==> config.mk <==
export PLATFORM = sky130hd
export DESIGN_NAME = lmd_queue
export DESIGN_NICKNAME = d
export VERILOG_FILES = /design/src/rtl/assert_macros.svh /design/src/rtl/lmd_pkg.sv /design/src/rtl/lmd_queue.sv
export SDC_FILE = /design/constraint.sdc
export NUM_CORES = 1
export LEC_CHECK = 0
export ABC_AREA = 1
export BUFFER_PORTS_ARGS = -buffer_cell sky130_fd_sc_hd__buf_2
export CAP_MARGIN = 20
export CORE_UTILIZATION = 56
export CTS_CLUSTER_SIZE = 16
export DETAILED_ROUTE_END_ITERATION = 10
export GPL_TIMING_DRIVEN = 0
export HOLD_SLACK_MARGIN = 0.1
export PLACE_DENSITY_LB_ADDON = 0.15
export RECOVER_POWER = 25
export SLEW_MARGIN = 30
export SYNTH_ARGS = -nofsm -noshare
export SYNTH_HDL_FRONTEND = slang
export SYNTH_SLANG_ARGS = --single-unit
==> constraint.sdc <==
create_clock -name clk -period 5.3 [get_ports clk]
set_input_delay 0.53 -clock clk [delete_from_list [all_inputs] [get_ports clk]]
set_output_delay 0.53 -clock clk [all_outputs]
set_load 0.01 [all_outputs]
==> src/rtl/assert_macros.svh <==
// ---------------------------------------------------------------------------
// Assertion macros
// Shared concurrent assertion forms. Compiled out when ASSERT_OFF is set.
// ---------------------------------------------------------------------------
`ifndef ASSERT_MACROS_SVH
`define ASSERT_MACROS_SVH

`ifndef ASSERT_OFF

// Same-cycle implication, checked outside reset.
`define ASSERT_IMPLIES(lbl, clk, rstn, ante, cons) \
  lbl: assert property (@(posedge clk) disable iff (!(rstn)) (ante) |-> (cons)) \
    else $error("assertion failed: implication");

// Next-cycle implication, checked outside reset.
`define ASSERT_NEXT(lbl, clk, rstn, ante, cons) \
  lbl: assert property (@(posedge clk) disable iff (!(rstn)) (ante) |=> (cons)) \
    else $error("assertion failed: next-cycle implication");

`else

`define ASSERT_IMPLIES(lbl, clk, rstn, ante, cons)
`define ASSERT_NEXT(lbl, clk, rstn, ante, cons)

`endif

`endif

==> src/rtl/lmd_pkg.sv <==
// ---------------------------------------------------------------------------
// lmd_pkg
// Types, sizes and register codes for the label map dilation block.
// ---------------------------------------------------------------------------
`timescale 1ns / 1ps
`default_nettype none

package lmd_pkg;

  localparam int MAX_WIDTH   = 256;
  localparam int MAX_HEIGHT  = 256;
  localparam int COORD_W     = 8;   // column and row counters
  localparam int SIZE_W      = 9;   // map size registers
  localparam int LABEL_W     = 8;
  localparam int CFG_ADDR_W  = 1;

  localparam int QUEUE_DEPTH = 4;
  localparam int PTR_W       = $clog2(QUEUE_DEPTH);
  localparam int LEVEL_W     = $clog2(QUEUE_DEPTH + 1);

  localparam logic [SIZE_W-1:0] MIN_SIZE      = SIZE_W'(3);
  localparam logic [SIZE_W-1:0] WIDTH_RESET   = SIZE_W'(133);
  localparam logic [SIZE_W-1:0] HEIGHT_RESET  = SIZE_W'(88);
  localparam logic [SIZE_W-1:0] MAX_WIDTH_SZ  = SIZE_W'(MAX_WIDTH);
  localparam logic [SIZE_W-1:0] MAX_HEIGHT_SZ = SIZE_W'(MAX_HEIGHT);

  localparam logic [CFG_ADDR_W-1:0] REG_MAP_WIDTH  = CFG_ADDR_W'(0);
  localparam logic [CFG_ADDR_W-1:0] REG_MAP_HEIGHT = CFG_ADDR_W'(1);

  // One queued item: up to two results (pixel above, then the pixel itself)
  typedef struct packed {
    logic [COORD_W-1:0] x;
    logic [COORD_W-1:0] y;          // row of the input pixel
    logic [LABEL_W-1:0] up_label;
    logic               up_grew;
    logic [LABEL_W-1:0] self_label;
    logic               has_up;
    logic               has_self;
    logic               frame_end;
    logic               frame_grew;
  } item_t;

  typedef struct packed {
    logic [LEVEL_W-1:0] level;
    logic               empty;
  } q_stat_t;

  function automatic logic [SIZE_W-1:0] clamp_size(input logic [SIZE_W-1:0] v,
                                                   input logic [SIZE_W-1:0] top);
    logic [SIZE_W-1:0] r;
    if (v < MIN_SIZE) r = MIN_SIZE;
    else if (v > top) r = top;
    else r = v;
    return r;
  endfunction

endpackage

`default_nettype wire

==> src/rtl/lmd_queue.sv <==
// ---------------------------------------------------------------------------
// lmd_queue
// Short item queue between the neighbourhood front and the result back end.
// ---------------------------------------------------------------------------
`timescale 1ns / 1ps
`default_nettype none

module lmd_queue (
  input  wire logic           clk,
  input  wire logic           rst_n,
  input  wire logic           push,
  input  wire lmd_pkg::item_t push_item,
  input  wire logic           pop,
  output lmd_pkg::item_t      head,
  output lmd_pkg::q_stat_t    q_stat
);

  lmd_pkg::item_t                  slots_r [lmd_pkg::QUEUE_DEPTH];
  logic [lmd_pkg::PTR_W-1:0]       wr_ptr_r, rd_ptr_r;
  logic [lmd_pkg::LEVEL_W-1:0]     level_r;
  logic                            do_pop;

  assign do_pop = pop && (level_r != '0);

  always_ff @(posedge clk) begin
    if (!rst_n) begin
      wr_ptr_r <= '0;
      rd_ptr_r <= '0;
      level_r  <= '0;
    end else begin
      if (push)   wr_ptr_r <= wr_ptr_r + lmd_pkg::PTR_W'(1);
      if (do_pop) rd_ptr_r <= rd_ptr_r + lmd_pkg::PTR_W'(1);
      unique case ({push, do_pop})
        2'b10:   level_r <= level_r + lmd_pkg::LEVEL_W'(1);
        2'b01:   level_r <= level_r - lmd_pkg::LEVEL_W'(1);
        default: level_r <= level_r;
      endcase
    end
  end

  always_ff @(posedge clk) begin
    if (push) slots_r[wr_ptr_r] <= push_item;
  end

  assign head         = slots_r[rd_ptr_r];
  assign q_stat.level = level_r;
  assign q_stat.empty = level_r == '0;

endmodule

`default_nettype wire

== Yosys cells after proc, flatten, opt, wreduce, memory -nomap -nowiden ==
Memories as Yosys holds them, arrays and structs flattened. A register that Yosys moved wholly into a read port is not among the register bits.
Cells that the tools add are included.
Storage, ports and cells
  flip-flop bits (word level): 7
  bits in writable memories: 148
  input bits: 41
  output and inout bits: 41
  logic and storage cells: 19
  memories: 1
Memories
  slots_r: words 4, bits a word 37, rd ports 1, clocked after Yosys merged registers in 1, write ports 1, RTL line lmd_queue.sv:18  | lmd_pkg::item_t slots_r [lmd_pkg::QUEUE_DEPTH];
Operators by class
  add/sub/neg operators: 4
  equality and inequality tests: 2
  mux-type cells: 5
  reduce and logical (&&, ||, !) cells: 4
Operators with widths (number)
  $pmux 3 s2: 1
  $add 2x1->2 const B: 2
  $mux 2: 2
  $add 3x1->3 const B: 1
  $logic_not 3->1: 1
  $reduce_bool 3->1: 1
  $sub 3x1->3 const B: 1
  $eq 2x1->1 const B: 1
  $eq 2x2->1 const B: 1
  $mux 1: 2
  $reduce_bool 2->1: 1
  $logic_and 1x1->1: 1

== Longest topological paths before layout ==
  depth in word-level cells: 4
  depth in mapped cells: 13
  mapped depth without buffers: 13

== Worst setup path before layout ==
OpenSTA, ideal clock, no wires.
  path type: reg-to-reg
  start: register wr_ptr_r[0] in the netlist's numbering
  end: memory slots_r[2][0] in the netlist's numbering (enable)
  setup time: 0.392 ns
  data arrival time: 1.318 ns
  required time: 4.908 ns
  slack: 3.591 ns
  cell stages (with the launch flop): 5
  buffers on the path: 0
  period minus slack after synthesis: 1.709 ns
  path through: dfxtp_1 inv_1 ha_1 nand2_1 inv_1
RTL lines
  from (decl): RTL line lmd_queue.sv:19  | logic [lmd_pkg::PTR_W-1:0] wr_ptr_r, rd_ptr_r;
  from (signal assigned): RTL line lmd_queue.sv:31  | if (push) wr_ptr_r <= wr_ptr_r + lmd_pkg::PTR_W'(1);
  to (decl): RTL line lmd_queue.sv:18
No word-level cell before the write port.

==> flow_summary.json <==
{
  "cp-end-kind": "output pin",
  "worst-setup-path-type": "reg2out",
  "worstPathArrival_ns": 2.10,
  "synthToLayoutAreaGrowth_pct": 20.56,
  "power.share.switching_pct": 25.89,
  "io-pin-count": 82,
  "run_status": "complete, no violations",
  "cap_violations": 0,
  "pre_antenna_drt_iters": 4,
  "skew_ns": 0.006610,
  "comb_power_share_pct": 18.2,
  "number_of_nets_in_the_finished_design": 575,
  "number_of_antenna_violations_at_the_first_check_in_global_routing": 0,
  "synth_top_area_share_pct": 74.61,
  "worstMarginPinSlew_ns": 0.5141,
  "first_global_vias": 3742,
  "seq_power_share_pct": 44.1,
  "layout.cells.most_common_list": "148 x edfxtp_1, 80 x nor2_1, 59 x buf_2",
  "utilization_pct": 69.57,
  "global_route.usage.met1_pct": 29.37,
  "critPathRequiredTime_ns": 4.77,
  "clkSlewWorstSetupHoldPaths_ns": 0.06,
  "clockRootBuffer": "clkbuf_8",
  "setup_tns_ns": 0,
  "detail_route.vias_per_cell": 5.456,
  "cts.repair_timing.setup_buffer_count": 0,
  "clock_sink_count": 157,
  "tritoncts_clock_tree": "done",
  "clkPwrFrac_pct": 37.7,
  "insertedDiodeCount": 0,
  "report.final.hold_viol_count": 0,
  "slew-limit-headroom_pct": 65.73,
  "met3_track_demand_over_resource_in_global_routing_pct": 5.677,
  "gr-usage-met2_pct": 40.26,
  "grt-ovfl-total": 0,
  "layout_min_cycle_time_ns": 2.635,
  "layout_worst_path_cycle_share_pct": 49.71,
  "portBuffers": 81,
  "core-area_sq_um": 10320,
  "cells_after_synth": 424,
  "start_util_pct": 57.70,
  "netlist.top_cell.by_area": "edfxtp_1",
  "power.density_nw_per_um2": 456.2,
  "final_antenna_net_count": 0,
  "layout_commonest_cell": "edfxtp_1",
  "power.total_mw": 3.276,
  "dr_iter_0_viols": 232,
  "setup_repair_after_global_routing_missed_its_margin": "no",
  "fp.dieArea_sq_um": 11050,
  "routed_wirelength_microns": 12150,
  "hpwl_microns": 7398,
  "standard_cell_row_count": 37,
  "drt-wirelength-per-cell_microns": 17.94,
  "net-switching-power_uw": 848.1,
  "synthesis.yosys.warnings": 0,
  "synth.net_count": 471,
  "clock_latency_ns": 0.52,
  "hp-class": "in2reg",
  "cts_repair_resize_count": 0,
  "fmax_mhz": 379.6,
  "chipWidth_microns": 105.1,
  "cts-buffers-inserted": 17,
  "cp_max_fo": 10,
  "internal-power_mw": 2.428,
  "gp_routability_congestion": 0.7304,
  "synthesis.area_sq_um": 5957,
  "timing.final.setup_violations": 0,
  "ctsHtreeMaxLevel": 4,
  "report.final.slew_viol_count": 0,
  "critical_path.startpoint_type": "flop",
  "ys_seq_elements": 157,
  "final_layout_size_suffix_gt1_share_pct": 19.22,
  "chipHeight_microns": 105.1,
  "ctsLongestPathBuffers": 2,
  "power.ir.vdd_worst_v": 0.0002332,
  "synth_sequential_area_ratio_pct": 77.63,
  "grt_start_max_net_pins": 25,
  "synth.avg_cell_area_sq_um": 14.05,
  "route.detailed.drc": 0,
  "cellLeakagePower_nw": 2.584,
  "synth.area.top_cells": "edfxtp_1 75%, nor2_1 5.0%, o21ai_0 4.2%, o22ai_1 3.9%, dfxtp_1 3.0%",
  "grt.busiest_layer": "met2",
  "cts_hold_buf": 0,
  "grt.total_usage_pct": 23.71,
  "yosysUniqueCellTypes": 18,
  "wire_length_of_the_first_global_routing_pass_microns": 19040,
  "num_vias": 3694
}
final timing paths:
| kind | depth (start not counted) | startpoint | slack (ns) | endpoint |
|---|---|---|---|---|
| max | 5 | flop | 2.67 | head[10] |
| min | 1 | push_item[20] | 0.24 | slots_r[1][20]$_DFFE_PP_ |
| min reg2reg | 2 | rd_ptr_r[1]$_SDFFE_PN0P_ | 0.51 | flop |
| max reg2reg | 13 | level_r[1]$_SDFFE_PN0P_ | 3.54 | level_r[2]$_SDFFE_PN0P_ |
kinds of logic after synthesis:
logic type / count (synthesis) / share of synthesized area (%)
compound gates: 120 / 10.86
flops: 157 / 77.63
fa+ha+maj: 6 / 1.386
buf+inv: 43 / 3.886
simple gates: 98 / 6.238
power by group through the flow:
stage	logic, mW	clock network [mW]	registers [mW]
2_1_floorplan	0.358	0	1.47
3_3_place_gp	0.580	0	1.47
3_5_place_dp	0.602	0	1.47
4_1_cts	0.606	1.24	1.44
5_1_grt	0.663	1.30	1.45
6_report	0.597	1.23	1.44
Yosys cell counts (all sizes together):
master and n:
clkbuf 10, dfxtp 9, o21ai 78, edfxtp 148
fa 1, nand2 15, nand3 3, inv 20
a21oi 5, nor2 80, o22ai 37, buf 13
ha 5
state kept, by name, summed over array words and instances (netlist names), named ones only:
register and flops:
slots_r 148, level_r 3, rd_ptr_r 2, wr_ptr_r 2
layer usage:
metal / up-vias / part of all wire (%)
li1: 1769 / -
met4: 0 / 0.97
met3: 11 / 5.6
met1: 1785 / 42
met5: - / 0
met2: 129 / 51
final cells by class:
| type | instances | area (sq um) |
|---|---|---|
| Clock buffer | 25 | 464.2 |
| Inverter | 20 | 75.07 |
| Multi-Input combinational cell | 224 | 1101 |
| Timing Repair Buffer | 85 | 452.9 |
| Buffer | 23 | 156.4 |
| Clock inverter | 7 | 137.6 |
| Tap cell | 136 | 170.2 |
| Fill cell | 727 | 3142 |
| Sequential cell | 157 | 4624 |
critical path, stage by stage, from the launching register on:
cell and delay [ns]:
dfxtp_1 0.31, inv_1 0.27, clkbuf_1 0.46, o21ai_1 0.16, o22ai_1 0.21, buf_2 0.18
through the flow:
| stage | std cells | hold WS, ns | setup WS [ns] | instance area [sq um] |
|---|---|---|---|---|
| 6_report | 677 | 0.2361 | 2.665 | 7182 |
| 5_1_grt | 677 | 0.2219 | 2.532 | 7182 |
| 4_1_cts | 677 | 0.2058 | 2.662 | 7214 |
| 3_5_place_dp | 645 | 0.5075 | 3.225 | 6613 |
| 3_3_place_gp | 641 | 0.4753 | 2.893 | 6533 |
| 2_1_floorplan | 424 | 0.4591 | 3.591 | 5957 |
Power figures use the tool's default switching activity.
