<file path="config.mk">
export PLATFORM = sky130hd
export DESIGN_NAME = lmd_back
export DESIGN_NICKNAME = d
export VERILOG_FILES = /design/src/rtl/assert_macros.svh /design/src/rtl/lmd_pkg.sv /design/src/rtl/lmd_back.sv
export SDC_FILE = /design/constraint.sdc
export NUM_CORES = 1
export LEC_CHECK = 0
export BUFFER_PORTS_ARGS = -buffer_cell sky130_fd_sc_hd__buf_2
export CAP_MARGIN = 20
export CELL_PAD_IN_SITES_DETAIL_PLACEMENT = 1
export CELL_PAD_IN_SITES_GLOBAL_PLACEMENT = 1
export CORE_MARGIN = 3
export CORE_UTILIZATION = 30
export DETAILED_ROUTE_END_ITERATION = 10
export PLACE_DENSITY = 0.83
export SLEW_MARGIN = 0
export SYNTH_ARGS = -nofsm -noshare
export SYNTH_HDL_FRONTEND = slang
export SYNTH_SLANG_ARGS = --single-unit
</file>
<file path="constraint.sdc">
create_clock -name clk -period 2.9 [get_ports clk]
set_input_delay 0.29 -clock clk [delete_from_list [all_inputs] [get_ports clk]]
set_output_delay 0.29 -clock clk [all_outputs]
set_load 0.02 [all_outputs]
</file>
<file path="src/rtl/assert_macros.svh">
// ---------------------------------------------------------------------------
// Assertion macros
// Shared concurrent assertion forms. Compiled out when ASSERT_OFF is set.
// ---------------------------------------------------------------------------
`ifndef ASSERT_MACROS_SVH
`define ASSERT_MACROS_SVH

`ifndef ASSERT_OFF

// Same-cycle implication, checked outside reset.
`define ASSERT_IMPLIES(lbl, clk, rstn, ante, cons) \
  lbl: assert property (@(posedge clk) disable iff (!(rstn)) (ante) |-> (cons)) \
    else $error("assertion failed: implication");

// Next-cycle implication, checked outside reset.
`define ASSERT_NEXT(lbl, clk, rstn, ante, cons) \
  lbl: assert property (@(posedge clk) disable iff (!(rstn)) (ante) |=> (cons)) \
    else $error("assertion failed: next-cycle implication");

`else

`define ASSERT_IMPLIES(lbl, clk, rstn, ante, cons)
`define ASSERT_NEXT(lbl, clk, rstn, ante, cons)

`endif

`endif

</file>
<file path="src/rtl/lmd_pkg.sv">
// ---------------------------------------------------------------------------
// lmd_pkg
// Types, sizes and register codes for the label map dilation block.
// ---------------------------------------------------------------------------
`timescale 1ns / 1ps
`default_nettype none

package lmd_pkg;

  localparam int MAX_WIDTH   = 256;
  localparam int MAX_HEIGHT  = 256;
  localparam int COORD_W     = 8;   // column and row counters
  localparam int SIZE_W      = 9;   // map size registers
  localparam int LABEL_W     = 8;
  localparam int CFG_ADDR_W  = 1;

  localparam int QUEUE_DEPTH = 4;
  localparam int PTR_W       = $clog2(QUEUE_DEPTH);
  localparam int LEVEL_W     = $clog2(QUEUE_DEPTH + 1);

  localparam logic [SIZE_W-1:0] MIN_SIZE      = SIZE_W'(3);
  localparam logic [SIZE_W-1:0] WIDTH_RESET   = SIZE_W'(133);
  localparam logic [SIZE_W-1:0] HEIGHT_RESET  = SIZE_W'(88);
  localparam logic [SIZE_W-1:0] MAX_WIDTH_SZ  = SIZE_W'(MAX_WIDTH);
  localparam logic [SIZE_W-1:0] MAX_HEIGHT_SZ = SIZE_W'(MAX_HEIGHT);

  localparam logic [CFG_ADDR_W-1:0] REG_MAP_WIDTH  = CFG_ADDR_W'(0);
  localparam logic [CFG_ADDR_W-1:0] REG_MAP_HEIGHT = CFG_ADDR_W'(1);

  // One queued item: up to two results (pixel above, then the pixel itself)
  typedef struct packed {
    logic [COORD_W-1:0] x;
    logic [COORD_W-1:0] y;          // row of the input pixel
    logic [LABEL_W-1:0] up_label;
    logic               up_grew;
    logic [LABEL_W-1:0] self_label;
    logic               has_up;
    logic               has_self;
    logic               frame_end;
    logic               frame_grew;
  } item_t;

  typedef struct packed {
    logic [LEVEL_W-1:0] level;
    logic               empty;
  } q_stat_t;

  function automatic logic [SIZE_W-1:0] clamp_size(input logic [SIZE_W-1:0] v,
                                                   input logic [SIZE_W-1:0] top);
    logic [SIZE_W-1:0] r;
    if (v < MIN_SIZE) r = MIN_SIZE;
    else if (v > top) r = top;
    else r = v;
    return r;
  endfunction

endpackage

`default_nettype wire

</file>
<file path="src/rtl/lmd_back.sv">
// ---------------------------------------------------------------------------
// lmd_back
// Splits each queued item into its results and holds the output register.
// ---------------------------------------------------------------------------
`timescale 1ns / 1ps
`default_nettype none

module lmd_back (
  input  wire logic             clk,
  input  wire logic             rst_n,
  input  wire lmd_pkg::item_t   head,
  input  wire lmd_pkg::q_stat_t q_stat,
  output logic                  pop,
  output logic                  out_tvalid,
  input  wire logic             out_tready,
  output logic [23:0]           out_tdata,
  output logic                  out_tlast,
  output logic [2:0]            out_tuser
);

  localparam int CW = lmd_pkg::COORD_W;
  localparam int LW = lmd_pkg::LABEL_W;

  logic          out_valid_r;
  logic [CW-1:0] out_x_r, out_y_r;
  logic [LW-1:0] out_label_r;
  logic          grew_r, run_end_r, frame_end_r, frame_grew_r;
  logic          phase_r;   // pixel-above result of the head already sent
  logic          load, emit_up;

  assign load    = (!out_valid_r || out_tready) && !q_stat.empty;
  assign emit_up = head.has_up && !phase_r;
  assign pop     = load && !(emit_up && head.has_self);

  always_ff @(posedge clk) begin
    if (!rst_n) begin
      out_valid_r <= 1'b0;
      phase_r     <= 1'b0;
    end else begin
      if (load) begin
        out_valid_r <= 1'b1;
        phase_r     <= emit_up && head.has_self;
      end else if (out_tready) begin
        out_valid_r <= 1'b0;
      end
    end
  end

  always_ff @(posedge clk) begin
    if (load) begin
      out_x_r <= head.x;
      if (emit_up) begin
        out_y_r      <= head.y - CW'(1);
        out_label_r  <= head.up_label;
        grew_r       <= head.up_grew;
        run_end_r    <= !head.has_self;
        frame_end_r  <= 1'b0;
        frame_grew_r <= 1'b0;
      end else begin
        out_y_r      <= head.y;
        out_label_r  <= head.self_label;
        grew_r       <= 1'b0;
        run_end_r    <= 1'b1;
        frame_end_r  <= head.frame_end;
        frame_grew_r <= head.frame_grew;
      end
    end
  end

  assign out_tvalid = out_valid_r;
  assign out_tdata  = {out_label_r, out_y_r, out_x_r};
  assign out_tlast  = run_end_r;
  assign out_tuser  = {frame_grew_r, frame_end_r, grew_r};

endmodule

`default_nettype wire

</file>
-- Word-level counts from Yosys, hierarchy flattened
Cells that the tools add are included.
- input bits: 44
- bits in registers: 30
- word-level logic and storage cells: 25
- add/sub/neg operators: 1
- mux-type cells: 4
- reduce and logical (&&, ||, !) cells: 11
- operators with widths (cell ; number):
    $mux W8 ; 2
    $sub A8 B1 Y8 const B ; 1
    $logic_not A1 Y1 ; 5
    $logic_and A1 B1 Y1 ; 4
    $mux W1 ; 2
    $reduce_bool A2 Y1 ; 1
    $logic_or A1 B1 Y1 ; 1

-- Depth between registers and ports, before layout
Gate-level depths: netlist (run 1).
- depth in word-level cells: 5
- depth in mapped cells: 4
- gate-level depth less buffers: 4

-- Worst setup path after synthesis (run 1)
OpenSTA, ideal clock, no wires.
- path kind: flip-flop to output port
- start point: register out_valid_r (netlist: out_tvalid)
- end point: output port pop
- path buffers: 0
- stages on the path, launching flop included: 4
- data required time: 2610 ps
- arrival: 2132 ps
- setup slack: 478 ps
- cell sequence: dfxtp_1 -> nor2b_1 -> nor2_1 -> and2_1
- cells in the longest elaborated chain, start to end: 4
- ends and longest elaborated chain (element ; line ; text):
    from (decl) ; lmd_back.sv:24 ; logic out_valid_r;
    from (signal assigned) ; lmd_back.sv:37 ; out_valid_r <= 1'b0;
    from (signal assigned) ; lmd_back.sv:41 ; out_valid_r <= 1'b1;
    from (signal assigned) ; lmd_back.sv:44 ; out_valid_r <= 1'b0;
    $logic_not A1 Y1 ; lmd_back.sv:31 ; assign load = (!out_valid_r || out_tready) && !q_stat.empty;
    $logic_or A1 B1 Y1 ; lmd_back.sv:31 ;
    $logic_and A1 B1 Y1 ; lmd_back.sv:31 ;
    net load ; lmd_back.sv:29 ; logic load, emit_up;
    $logic_and A1 B1 Y1 ; lmd_back.sv:33 ; assign pop = load && !(emit_up && head.has_self);
    to (decl) ; lmd_back.sv:13 ; output logic pop,
The timed path passes the listed nets, and every way through them passes these cells.

-- Final worst setup path (run 1)
- start point: register phase_r
- end point: output port pop
- cells in the longest elaborated chain, start to end: 5
- ends and longest elaborated chain (element ; line ; text):
    from (decl) ; lmd_back.sv:28 ; logic phase_r;
    from (signal assigned) ; lmd_back.sv:42 ; phase_r <= emit_up && head.has_self;
    $logic_not A1 Y1 ; lmd_back.sv:32 ; assign emit_up = head.has_up && !phase_r;
    $logic_and A1 B1 Y1 ; lmd_back.sv:32 ;
    $logic_and A1 B1 Y1 ; lmd_back.sv:33 ;
    $logic_not A1 Y1 ; lmd_back.sv:33 ;
    $logic_and A1 B1 Y1 ; lmd_back.sv:33 ;
No other way between the ends.

==> reports/qor.yml, run 1 <==
grt_pass1_wl_mm: 4.70
wl_mm: 2.89
switching_share_pct: 24.7
netlist_instances: 94
postRouteAntennaNets: 0
worst-path-max-fanout: 14
synth_top_area_share_pct: 67.3
tightest_slew_ns: 0.368
critPathKind: "reg2out"
ios: 74
die_y_microns: 70.5
dr_total_vias: 965
grt_pass1_vias: 1050
hold_viol: 0
clkSinkCount: 30
pwr-share-seq_pct: 53.3
insertion_delay_ns: 0.27
viasPerCell: 4.45
dieArea_sq_um: 4970
slew_headroom_pct: 75.1
rsz0062_at_grt: "false"
root_buffer: "clkbuf_8"
hold_ws_ns: 0.192
finalCritPeriodShare_pct: 55.8
drt-initial-drc-count: 44
p_comb_share_pct: 15.1
cp-end-kind: "primary output"
cts_tree: "yes"
rows: 22
die_w_microns: 70.5
cts_buffers: 5
placeableCoreArea_sq_um: 3830
crit_required_ns: 2.61
clk_pin_slew_ns: 0.06
synth_cell_types: 24
slew_viol_final: 0
fmaxAchievable_mhz: 618
rrSetupSlack_ns: 1.45
clock_skew_ns: 0.00616
irDropWorstVdd_mv: 0.378
cts-hold-fix-buffers: 0
antenna_found_initial: 0
yosysWarnings: 0
initial_utilization_pct: 32.6
synth-seq-cells: 30
track_usage_pct: 12.2
clockBufferDepth: 2
total_leakage_power_nw: 0.784
yosysTopAreaCell: "edfxtp_1"
dp.final_hpwl_mm: 2.34
wl_per_cell_microns: 13.3
timing.final.crit_period_ns: 1.62
max_cap_viol_count: 0
routabilityCongestion: 0.677
avgSynthCellArea_sq_um: 13.3
htree_levels: 2
seq_area_frac_synth_pct: 70.5
synth_area_leaders: "edfxtp_1 (67%), nand2_1 (8.1%), dfxtp_1 (3.2%)"
grt_start_max_net_pins: 29
finalSetupTns_ns: 0
finalSetupViolCount: 0
net-switching-power_mw: 0.239
hp-class: "in2reg"
port_buffers: 70
startpoint_type: "flip-flop"
dr.pass1.iters: 4
synth_nets: 139
grt_overflow: 0
arrival_ns: 1.33
post_cts_resize_count: 0
fillers: 448
power_density_nw_per_um2: 561
drive_gt1_share_pct: 48.5
drc_errors: 0
power.clock.fraction_pct: 31.6
areaGrowthSynthToFinish_pct: 38.3
syn_area_sq_um: 1250
p_int_mw: 0.730
outcome: "complete, no violations"
antennaDiodeCount: 0
post-cts-setup-buffers: 0
num-nets-final: 213
[routing by layer]
metal / wire length [microns] / vias up / track usage [%] / part of all wire [%]
met3: 390 / 2 / 7.77 / 13
met4: 17 / 0 / 4.47 / 0.59
met1: 900 / 445 / 10.4 / 31
li1: - / 469 / - / -
met2: 1590 / 49 / 22.7 / 55
met5: 0 / - / 0 / 0
[metrics by stage]
stage	total power, mW	util [%]	setup WS [ns]	instances	cell area, sq um
6_report	0.969	45.1	1.28	217	1730
5_1_grt	1.02	45.1	1.16	217	1730
4_1_cts	0.988	45.1	1.26	217	1730
3_5_place_dp	0.676	43.0	1.43	209	1650
3_3_place_gp	0.667	43.0	1.44	209	1650
2_1_floorplan	0.608	-	0.478	94	1250
[cell usage after synthesis (all sizes together)]
master	instances
edfxtp	28
ha	1
inv	2
clkbuf	1
nand2b	1
nand2	27
and2	4
dfxtp	2
nor4b	1
xor2	4
xnor2	3
or4	1
nor2b	2
a21boi	2
nand4b	2
nor2	2
nor4	1
nor3	2
buf	4
o21ai	2
or2b	1
or3	1
[layout make-up]
cell class	count	area [sq um]	share of cell area, %
well taps	48	60.1	3.48
multi-input cells	57	332	19.2
clock buffers	6	72.6	4.20
inverters	2	7.51	0.435
clock inverters	2	8.76	0.507
repair buffers	72	365	21.2
flip-flops and latches	30	881	51.0
[state kept, by name, indices dropped and copies added (netlist names)]
register,cells
out_tvalid,1
out_x_r,8
phase_r,1
out_label_r,8
out_tlast,1
out_y_r,8
frame_end_r,1
frame_grew_r,1
grew_r,1
[power groups by stage]
stage | Sequential (mW) | Combinational, mW | Clock (mW)
2_1_floorplan | 0.559 | 0.0490 | 0
3_3_place_gp | 0.524 | 0.143 | 0
3_5_place_dp | 0.526 | 0.150 | 0
4_1_cts | 0.517 | 0.150 | 0.321
5_1_grt | 0.519 | 0.162 | 0.334
6_report | 0.516 | 0.147 | 0.306
[logic make-up after synthesis]
family / count (synthesis) / synth area share (%)
AO/OA/AOI/OAI: 4 / 2.00
adder cells (fa/ha/maj): 1 / 1.00
buffers and inverters: 7 / 3.11
flip-flops: 30 / 70.5
XOR/XNOR: 7 / 4.91
AND/OR/NAND/NOR: 45 / 18.4
[worst max-delay path, cell delays in order, from the launching register on]
cell	delay, ns
dfxtp_1	0.33
nor2b_1	0.11
buf_4	0.22
nand2_1	0.09
and2_1	0.16
buf_2	0.16
[worst paths after layout]
path / from / end / cells past startpoint
worst max-delay path: phase_r$_SDFFE_PN0P_ / pop / 5
worst min-delay path: head[36] / out_x_r[7]$_DFFE_PP_ / 1
worst max register to register: phase_r$_SDFFE_PN0P_ / out_y_r[4]$_DFFE_PP_ / 3
worst min register to register: out_tvalid$_SDFFE_PN0P_ / out_tvalid$_SDFFE_PN0P_ / 2
[cells in the final DEF, fill, tap and decap left out]
cell      netlist  routed
nor3_2          1       1
dfxtp_1         2       2
o21ai_0         2       2
nand2_1        27      27
nand2b_1        1       1
edfxtp_1       28      28
buf_2           1      70
nor3_1          1       1
or4_1           1       1
clkbuf_1        1       1
ha_1            1       1
clkinv_1        0       1
nor4_1          1       1
buf_4           3       2
nor2_1          2       1
nor4b_1         1       1
or3_4           1       1
and2_1          4       4
xor2_1          4       4
clkbuf_8        0       5
nor2b_1         2       2
a21boi_0        2       2
inv_1           2       2
nand4b_1        2       2
nor2_2          0       1
clkinv_2        0       1
or2b_4          1       1
xnor2_1         3       3
Power figures use the tool's default switching activity.
==> run 2, diff against run 1 <==
==> constraint.sdc (replaced) <==
create_clock -name clk -period 1.68 [get_ports clk]
set_input_delay 0.168 -clock clk [delete_from_list [all_inputs] [get_ports clk]]
set_output_delay 0.168 -clock clk [all_outputs]
set_load 0.02 [all_outputs]
==> run 2 against run 1 <==
First-iteration DRC count increased by 2.3%. Largest cell class unchanged. Global-route usage grew 1.6 points. Via count decreased by 0.10%. Critical endpoint unchanged. Critical path type unchanged.
==> reports/qor.yml, run 2 (synthesis results as in run 1) <==
power.clock.fraction_pct: 42.5
grt_start_max_net_pins: 28
dr_total_vias: 964
routabilityCongestion: 0.664
grt_pass1_vias: 1086
cp_cell_sequence: "nor2b_1, nand2_1, and2_1, buf_2"
cts_tree: "yes"
drt-initial-drc-count: 45
multi_input_area_sq_um: 337
post_cts_resize_count: 0
cts_buffers: 5
layout_commonest_cell: "buf_2"
worstHoldStart: "head[30]"
rows: 22
critPathKind: "reg2out"
dieArea_sq_um: 4970
total_leakage_power_nw: 0.808
pwr-share-seq_pct: 44.6
initial_utilization_pct: 32.6
cp-end-kind: "primary output"
layout_common_cells: "buf_2 (70), edfxtp_1 (28), nand2_1 (27), clkbuf_8 (5)"
dp.final_hpwl_mm: 2.53
finalSetupViolCount: 0
p_int_mw: 1.56
wl_per_cell_microns: 14.5
hold_viol: 0
port_buffers: 70
fmaxAchievable_mhz: 636
num-nets-final: 213
irDropWorstVdd_mv: 0.672
ff2ff_path_depth: 3
net-switching-power_mw: 0.437
fillers: 424
switching_share_pct: 21.9
rsz0062_at_grt: "false"
tightest_slew_ns: 0.390
placeableCoreArea_sq_um: 3830
top_regs: "out_label_r x8, out_x_r x8, out_y_r x8"
final_util_pct: 46.6
insertion_delay_ns: 0.28
cp_num_buf_inv: 1
hold_path_end: "out_x_r[1]$_DFFE_PP_"
slowest_stage: "dfxtp_1"
critPathTopFamily: "simple AND/OR/NAND/NOR gates"
htree_levels: 2
slew_viol_final: 0
timing.final.crit_period_ns: 1.57
root_buffer: "clkbuf_8"
reg2reg_from: "phase_r$_SDFFE_PN0P_"
drive_gt1_share_pct: 49.1
wl_mm: 3.15
postRouteAntennaNets: 0
power_density_nw_per_um2: 1120
clk_pin_slew_ns: 0.07
startpoint_type: "flip-flop"
antenna_found_initial: 0
antennaDiodeCount: 0
track_usage_pct: 13.9
p_comb_share_pct: 13.0
post-cts-setup-buffers: 0
finalCritPeriodShare_pct: 93.6
clock_skew_ns: 0.00510
worst-path-max-fanout: 5
hp-class: "in2reg"
regArea_sq_um: 881
grt_pass1_wl_mm: 5.11
slew_headroom_pct: 73.9
crit_required_ns: 1.51
cpPeakStageDelay_ns: 0.33
max_cap_viol_count: 0
outcome: "complete, no violations"
dr.pass1.iters: 2
grt_overflow: 0
ios: 74
r2r_end: "out_y_r[4]$_DFFE_PP_"
viasPerCell: 4.44
clockBufferDepth: 2
finalSetupTns_ns: 0
rrSetupSlack_ns: 0.24
die_y_microns: 70.5
cts-hold-fix-buffers: 0
die_w_microns: 70.5
clkSinkCount: 30
areaGrowthSynthToFinish_pct: 42.8
min_path_cells: 1
arrival_ns: 1.40
drc_errors: 0
==> run 2: cell types whose count changed in the layout (fill, tap and decap cells not counted) <==
cell       delta
bufinv_16     +2
clkbuf_1      -1
clkinv_2      -1
nor2_2        -1
nor2_4        +1
==> run 2: through the flow <==
stage	instance area (sq um)	total power [mW]	hold WS [ns]	instances	setup slack, ns
after floorplan	1260	1.05	0.267	94	0.178
after global placement	1650	1.15	0.345	209	0.308
after detailed placement	1650	1.17	0.347	209	0.248
after CTS	1780	2.02	0.0567	217	0.0851
after global routing	1780	2.09	0.0500	217	0.0236
final	1780	2.00	0.0638	217	0.108
==> run 2: power by group through the flow <==
stage	Combinational, mW	Clock [mW]	Sequential, mW
6_report	0.259	0.850	0.891
5_1_grt	0.286	0.903	0.897
4_1_cts	0.265	0.863	0.893
3_5_place_dp	0.263	0	0.908
3_3_place_gp	0.249	0	0.904
2_1_floorplan	0.0863	0	0.964
==> run 2: worst max path at each step <==
stage | from | slack (ns) | end | cells after the start
finish | phase_r$_SDFFE_PN0P_ | 0.11 | pop | 4
global route | phase_r$_SDFFE_PN0P_ | 0.02 | pop | 4
CTS | phase_r$_SDFFE_PN0P_ | 0.09 | pop | 4
detailed placement | phase_r$_SDFFE_PN0P_ | 0.25 | out_y_r[4]$_DFFE_PP_ | 3
global placement | phase_r$_SDFFE_PN0P_ | 0.31 | out_y_r[4]$_DFFE_PP_ | 3
floorplan | out_tvalid$_SDFFE_PN0P_ | 0.18 | pop | 3
==> run 2: area by class of cell <==
type,instances,area share (%)
tap,48,3.37
multi-input combinational,57,18.9
inverter,2,0.421
sequential,30,49.4
clock inverter,3,3.58
clock buffer,5,3.86
timing repair buffer,72,20.5
==> run 2: layer usage <==
layer | wire length, microns | track usage, % | share of wire [%] | vias to the layer above
met1 | 998 | 12.6 | 32 | 439
met5 | 0 | 0 | 0 | -
met4 | 53 | 5.74 | 1.7 | 0
met3 | 381 | 7.63 | 12 | 8
met2 | 1710 | 25.3 | 54 | 49
li1 | - | - | - | 468
